===== config.mk =====
export PLATFORM = sky130hd
export DESIGN_NAME = osq_front
export DESIGN_NICKNAME = d
export VERILOG_FILES = /design/src/hw/rtl/osq_pkg.sv /design/src/hw/rtl/osq_front.sv
export SDC_FILE = /design/constraint.sdc
export NUM_CORES = 1
export LEC_CHECK = 0
export BUFFER_PORTS_ARGS = -buffer_cell sky130_fd_sc_hd__buf_2
export CAP_MARGIN = 20
export CORE_MARGIN = 1.5
export CORE_UTILIZATION = 51
export CTS_CLUSTER_SIZE = 8
export DETAILED_ROUTE_END_ITERATION = 12
export GPL_ROUTABILITY_DRIVEN = 0
export PLACE_DENSITY = 0.78
export SLEW_MARGIN = 20
export SYNTH_ARGS = -nofsm -noshare
export SYNTH_HDL_FRONTEND = slang
export SYNTH_SLANG_ARGS = --single-unit

===== constraint.sdc =====
create_clock -name clock -period 2.4 [get_ports clock]
set_clock_uncertainty 0.1 [all_clocks]
set_input_delay 0 -clock clock [delete_from_list [all_inputs] [get_ports clock]]
set_output_delay 0 -clock clock [all_outputs]
set_load 0.05 [all_outputs]

===== src/hw/rtl/osq_pkg.sv =====
// Shared types and constants for the oldest-or-richest service queue.
package osq_pkg;

   localparam int Capacity   = 1024;
   localparam int AmountBits = 20;
   localparam int SlotBits   = $clog2(Capacity);
   localparam int NumBits    = 32;
   localparam int QueueDepth = 2;
   localparam int QueueBits  = $clog2(QueueDepth);

   localparam logic [NumBits-1:0] NumLast = {NumBits{1'b1}};

   typedef enum logic [1:0] {
      OP_ARRIVE  = 2'd0,
      OP_OLDEST  = 2'd1,
      OP_RICHEST = 2'd2,
      OP_NONE    = 2'd3
   } op_type;

   typedef enum logic [1:0] {
      ST_SERVED  = 2'd0,
      ST_EMPTY   = 2'd1,
      ST_DROPPED = 2'd2,
      ST_UNUSED  = 2'd3
   } status_type;

   // Command passed from the front end to the back end
   typedef struct packed {
      op_type                op;
      logic [AmountBits-1:0] amount;
   } cmd_type;

   typedef enum logic [2:0] {
      S_IDLE,
      S_SKIP_RD,
      S_SKIP,
      S_SCAN,
      S_RESULT
   } state_type;

   function automatic logic [SlotBits-1:0] slot_of(input logic [NumBits-1:0] n);
      logic [NumBits-1:0] m;
      m = n - NumBits'(1);
      return m[SlotBits-1:0];
   endfunction

endpackage


===== src/hw/rtl/osq_front.sv =====
// Front end: accepts request beats, drops unused opcodes, queues commands.
module osq_front (
   input  logic               clock,
   input  logic               reset,
   input  logic               req_valid,
   output logic               req_ready,
   input  logic [1:0]         req_op,
   input  logic [osq_pkg::AmountBits-1:0] req_amount,
   output logic               cmd_valid,
   input  logic               cmd_ready,
   output osq_pkg::cmd_type   cmd
);

   osq_pkg::cmd_type q_ff [osq_pkg::QueueDepth];
   logic [osq_pkg::QueueBits-1:0] wr_ptr_ff, wr_ptr_in, rd_ptr_ff, rd_ptr_in;
   logic [osq_pkg::QueueBits:0]   count_ff, count_in;
   logic push, pop, keep;
   osq_pkg::cmd_type new_cmd;

   assign req_ready = (count_ff != (osq_pkg::QueueBits+1)'(osq_pkg::QueueDepth));
   assign keep      = (osq_pkg::op_type'(req_op) != osq_pkg::OP_NONE);
   assign push      = req_valid && req_ready && keep;
   assign cmd_valid = (count_ff != '0);
   assign pop       = cmd_valid && cmd_ready;
   assign cmd       = q_ff[rd_ptr_ff];

   always_comb begin
      new_cmd.op     = osq_pkg::op_type'(req_op);
      new_cmd.amount = req_amount;
   end

   // Queue pointers and count
   always_comb begin
      wr_ptr_in = push ? wr_ptr_ff + 1'b1 : wr_ptr_ff;
      rd_ptr_in = pop ? rd_ptr_ff + 1'b1 : rd_ptr_ff;
      count_in  = count_ff + (osq_pkg::QueueBits+1)'(push) - (osq_pkg::QueueBits+1)'(pop);
   end

   always_ff @(posedge clock) begin
      if (reset) begin
         wr_ptr_ff <= '0;
         rd_ptr_ff <= '0;
         count_ff  <= '0;
      end else begin
         wr_ptr_ff <= wr_ptr_in;
         rd_ptr_ff <= rd_ptr_in;
         count_ff  <= count_in;
      end
   end

   always_ff @(posedge clock) begin
      if (push) begin
         q_ff[wr_ptr_ff] <= new_cmd;
      end
   end

endmodule


==> reports/metrics.cfg, run 1 <==
[sta]
final_hold_viol_count=0
setup_tns_ps=0
min_period_ps=1892
fin_crit_sh_pct=78.84
maxClockFrequency_mhz=528.5
max_slew_margin_pct=72.35
final-setup-viol-count=0
slew_violations=0
rsz0062_at_grt=no
tightest_slew_ps=414.8

[worst_setup_path]
rrSetupSlack_ps=680
cp.arrival_ps=1790
worstPathMaxFanout=14
worstPathRequired_ps=2300
critical_path_class=reg -> out
worst-path-buf-inv=2
slowest_stage=dfxtp_1
cp_slowest_stage_delay_ps=570
path_cells=buf_4, mux2_1, buf_2
startpoint_type=flip-flop
crit_family=flip-flops
end_kind=output pin

[cts]
cts_setup_buffers=0
cts_resized=0
cts_tree=yes
cts_buffers=5
cts_root_buffer=clkbuf_4
htree_num_levels=2
cts.path.max_buffers=2
clkTransAtPathRegs_ps=120
cts_sinks=49
clock_latency_ps=340
cts_hold_buf=24

[routing]
drt_iter0_markers=37
vias=1083
antenna_left=0
routed_wirelength_mm=3.120
drcViolationCount=0
vias_per_cell=4.750
drtPass1Iterations=3
wire_per_inst_um=13.68

[floorplan]
die-area_mm2=0.004012
rows=21
fp.dieW_um=63.34
core-area_mm2=0.003416
initial_core_util_pct=54.36
die_h_um=63.34
io_pins=50

[place]
placed_area_mm2=0.002182
placed_cells=196
dp_hpwl_mm=2.100
portBuffers=49

[global_route]
antenna_found_initial=0
grtUsageTotal_pct=16.78
first_global_vias=1133
grt_max_degree=16
grt_overflow=0
grt_pass1_wl_mm=5.092

[pwr]
switching_share_pct=35.17
ir_worst_vdd_mv=0.5325
comb_power_share_pct=32.7
p_int_mw=1.468
power.switching_mw=0.7965
p_clk_share_pct=19.8
seqPwrFrac_pct=47.5
power_density_mw_per_mm2=905.5
p_leak_nw=0.9756
p_total_mw=2.265

[final_layout]
fin_area_mm2=0.002501
final_nets=208
seq_area_mm2=0.001421
mostFrequentLayoutCells=49 x buf_2, 44 x edfxtp_1, 24 x dlygate4sd3_1
final_common_cell=buf_2
multi_input_area_um2=427.9
num_antenna_cells=0
finalNonFillerCells=228
nFillCells=238
area_growth_pct=34.70
final_layout_size_suffix_gt1_share_pct=35.16

[logic_synthesis]
synth_seq_cells=49
synthCells=99
syn_avg_cell_area_um2=18.76
synth_top_area_share_pct=71.16
ys_seq_area_share_pct=76.55
synth_area_leaders=edfxtp_1 71%, mux2_1 13%, dfxtp_1 5.4%
ys_warn_count=0
synth.distinct_cells=21
syn_nets=126
synth_area_mm2=0.001857
yosysTopAreaCell=edfxtp_1

[worst_hold_path]
hp-class=in -> reg

[run_status]
status=completed

[run]
cap_violations=0

[registers in the layout, summed over array words and instances, names as in the netlist, named ones only]
signal	flops
wr_ptr_ff	1
q_ff	44
rd_ptr_ff	1
count_ff	2
[worst reg2reg max path: stages, from the launching register on]
cell      delay, ps
dfxtp_1         440
nand2b_1        160
and3_1          420
buf_4           310
[kinds of logic (layout without fill, tap and decap cells)]
family / after synthesis / in the layout / synth area share, %
flip-flops: 49 / 49 / 76.55
multiplexers: 23 / 23 / 14.15
AND/OR/NAND/NOR: 17 / 17 / 4.920
AO/OA/AOI/OAI: 5 / 5 / 2.224
XOR/XNOR: 2 / 2 / 0.9436
buffers and inverters: 2 / 85 / 0.5391
adder cells (fa/ha/maj): 1 / 1 / 0.6737
[routing by layer]
layer  up-vias  GRT usage (%)  part of all wire, %
met5         -              0                    0
met4         0          4.891                    0
met3         0          4.643                  4.5
met2        27          30.26                   54
met1       514          19.41                   42
li1        542              -                    -
[area by class of cell]
cell class / count / share of cell area (%)
Sequential cell: 49 / 56.83
Timing Repair Buffer: 77 / 20.61
Multi-Input combinational cell: 48 / 17.11
Tap cell: 46 / 2.301
Clock inverter: 3 / 1.651
Clock buffer: 5 / 1.501
[cells in the mapped netlist]
library cell,number
edfxtp_1,44
mux2_1,22
nor2_1,6
dfxtp_1,5
nand2_1,3
a21oi_1,2
buf_2,2
xor2_1,2
a211oi_1,1
a21boi_4,1
and2b_1,1
and3_1,1
ha_1,1
mux2_4,1
nand2b_1,1
nand3_1,1
nor2b_1,1
nor2b_4,1
o21ai_0,1
or2_1,1
or3_1,1
[power groups by stage]
stage	clock [mW]	sequential (mW)	combinational [mW]
6_report	0.449	1.07	0.741
5_1_grt	0.495	1.09	0.782
4_1_cts	0.466	1.08	0.744
3_5_place_dp	0	1.10	0.711
3_3_place_gp	0	1.09	0.700
2_1_floorplan	0	1.08	0.562
[path summary, 6_finish.rpt]
path                     startpoint                      to  cells after the start
max                       flip-flop                 cmd[17]                      3
min                       req_valid  wr_ptr_ff$_SDFFE_PP0P_                      5
max reg2reg  count_ff[0]$_SDFF_PP0_   q_ff[1][20]$_DFFE_PP_                      3
min reg2reg  rd_ptr_ff$_SDFFE_PP0P_  rd_ptr_ff$_SDFFE_PP0P_                      2
[metrics by stage]
step	setup slack (ps)	util [%]	hold WS, ps
global placement	743.5	63.88	88.72
floorplan	250.5	-	-28.39
finish	507.7	73.22	74.92
detailed placement	670.0	63.88	91.57
global route	359.7	73.22	68.94
CTS	464.6	73.22	57.28
(Power assumes the default switching activity.)
==> inputs of run 2 (changes only) <==
Clock period 2.4 ns to 1.8 ns, I/O delays scaled along.
==> run 2 against run 1 <==
  * Non-clock buffer count is the same
  * Register-to-register slack lost 520 ps
  * Critical path depth increased by 3
  * Largest power group unchanged
==> reports/metrics.cfg, run 2 (synthesized netlist as in run 1, its figures left out) <==
[final_layout]
area_growth_pct=35.85
fin_area_mm2=0.002522  ; +0.85%
top_register=q_ff
num_antenna_cells=0  ; unchanged
postLayoutCoreUtil_pct=73.85  ; +0.62 points
reg_top3=q_ff x44, count_ff x2
mostFrequentLayoutCells=49 x buf_2, 44 x edfxtp_1, 24 x dlygate4sd3_1
nFillCells=234  ; -1.7%
seq_area_mm2=0.001421  ; unchanged
final_common_cell=buf_2
largest_reg_flops=44  ; unchanged
final_nets=208  ; unchanged
final_layout_size_suffix_gt1_share_pct=36.26  ; +1.1 points
multi_input_area_um2=436.7  ; +2.0%

[routing]
wl_met3_um=104  ; -26%
routed_wirelength_mm=2.941  ; -5.7%
vias=1082  ; -0.092%
vias_per_cell=4.746  ; about the same
wl_met1_mm=1.183  ; -8.8%
wire_per_inst_um=12.90  ; -5.7%
antenna_left=0  ; unchanged
drcViolationCount=0  ; unchanged
wl_met2_mm=1.587  ; -5.6%
drtPass1Iterations=4  ; +1
drt_iter0_markers=35  ; -5.4%
top_layer_used=met4

[cts]
cts_setup_buffers=0  ; unchanged
htree_num_levels=2  ; unchanged
cts_root_buffer=clkbuf_4
cts.path.max_buffers=2  ; unchanged
clock_latency_ps=330  ; about the same
cts_buffers=5  ; unchanged
clkTransAtPathRegs_ps=130  ; about the same
cts_tree=yes
cts_sinks=49  ; unchanged

[place]
portBuffers=49  ; unchanged
dp_hpwl_mm=1.889  ; -10%
placed_area_mm2=0.002203  ; +0.97%

[worst_setup_path]
cp_slowest_stage_delay_ps=490  ; -80 ps
worstPathRequired_ps=1940  ; -360 ps
end_kind=flip-flop
startpoint_type=flip-flop
worstPathMaxFanout=6  ; -8
path_cells=nor2b_4, a211oi_1, nor2_1, ha_1, and2b_1, mux2_4
slowest_stage=dfxtp_1
critical_path_class=reg -> reg
cp.arrival_ps=1780  ; about the same

[floorplan]
die_h_um=63.34  ; unchanged
rows=21  ; unchanged
initial_core_util_pct=54.36  ; unchanged
core-area_mm2=0.003416  ; unchanged
die-area_mm2=0.004012  ; unchanged
fp.dieW_um=63.34  ; unchanged
io_pins=50  ; unchanged

[sta]
slew_violations=0  ; unchanged
fin_crit_sh_pct=91.24
final-setup-viol-count=0  ; unchanged
max_slew_margin_pct=81.23  ; +8.9 points
min_period_ps=1642
tightest_slew_ps=281.6  ; -133.2 ps
rsz0062_at_grt=no
setup_tns_ps=0  ; unchanged
whs_ps=118.9  ; +43.95 ps
maxClockFrequency_mhz=608.9
final_hold_viol_count=0  ; unchanged

[pwr]
p_leak_nw=0.9793  ; +0.38%
power_density_mw_per_mm2=1199  ; +32%
ir_worst_vdd_mv=0.7666  ; +44%

[global_route]
first_global_vias=1174  ; +3.6%
grtUsageTotal_pct=16.56  ; -0.22 points
grt_max_degree=23  ; +7
grt_pass1_wl_mm=5.043  ; -0.96%
grt_overflow=0  ; unchanged
antenna_found_initial=0  ; unchanged

[run]
cap_violations=0  ; unchanged

[run_status]
status=completed

[worst_hold_path]
hp-class=in -> reg

-- run 2: cell types whose count changed in the layout (fill, tap and decap cells not counted) --
cell	previous run	this run
buf_4	4	3
nor2_4	0	1
nand2b_2	0	1
buf_12	0	1
and3_2	0	1
and3_1	1	0
nand2b_1	1	0
nor2_2	1	0
-- run 2: area by class of cell --
| class | instances | area share [%] |
|---|---|---|
| sequential | 49 | 56.35 |
| multi-input combinational | 48 | 17.31 |
| clock inverter | 3 | 1.637 |
| timing repair buffer | 77 | 20.93 |
| clock buffer | 5 | 1.488 |
| tap | 46 | 2.282 |
-- run 2: routing by layer --
layer	up-vias	GRT usage, %
met4	0	6.522
met1	510	18.70
li1	538	-
met3	6	3.750
met2	28	30.13
met5	-	0
-- run 2: final timing paths --
| check | start | end | slack [ps] | cells after the start |
|---|---|---|---|---|
| hold / removal | req_valid | wr_ptr_ff$_SDFFE_PP0P_ | 120 | 5 |
| setup reg to reg | count_ff[1]$_SDFF_PP0_ | count_ff[1]$_SDFF_PP0_ | 160 | 6 |
| hold reg to reg | rd_ptr_ff$_SDFFE_PP0P_ | rd_ptr_ff$_SDFFE_PP0P_ | 450 | 2 |
| setup / recovery | count_ff[1]$_SDFF_PP0_ | count_ff[1]$_SDFF_PP0_ | 160 | 6 |
-- run 2: power by group --
part           internal [mW]  switching, mW
clock network          0.288          0.311
logic                  0.309          0.702
registers               1.37         0.0469
total                   1.97           1.06
-- run 2: timing repair --
action,4_1_cts,5_1_grt
endpoints found under the hold margin,49,0
gates resized for setup,0,0
hold buffers,24,0
-- run 2: worst max-delay path, delay by kind of cell, from the launching register on --
kind / cells / cell delay, ps
flip-flops: 1 / 490
multiplexers: 1 / 250
adder cells (fa/ha/maj): 1 / 190
AND/OR/NAND/NOR: 3 / 310
AO/OA/AOI/OAI: 1 / 210
-- run 2: through the flow --
stage / std cells / total power [mW] / worst slack, ps
floorplan: 99 / 2.190 / 75.73
global placement: 196 / 2.400 / 243.5
detailed placement: 196 / 2.420 / 170.6
CTS: 228 / 3.054 / 132.6
global route: 228 / 3.162 / 10.95
finish: 228 / 3.024 / 157.6
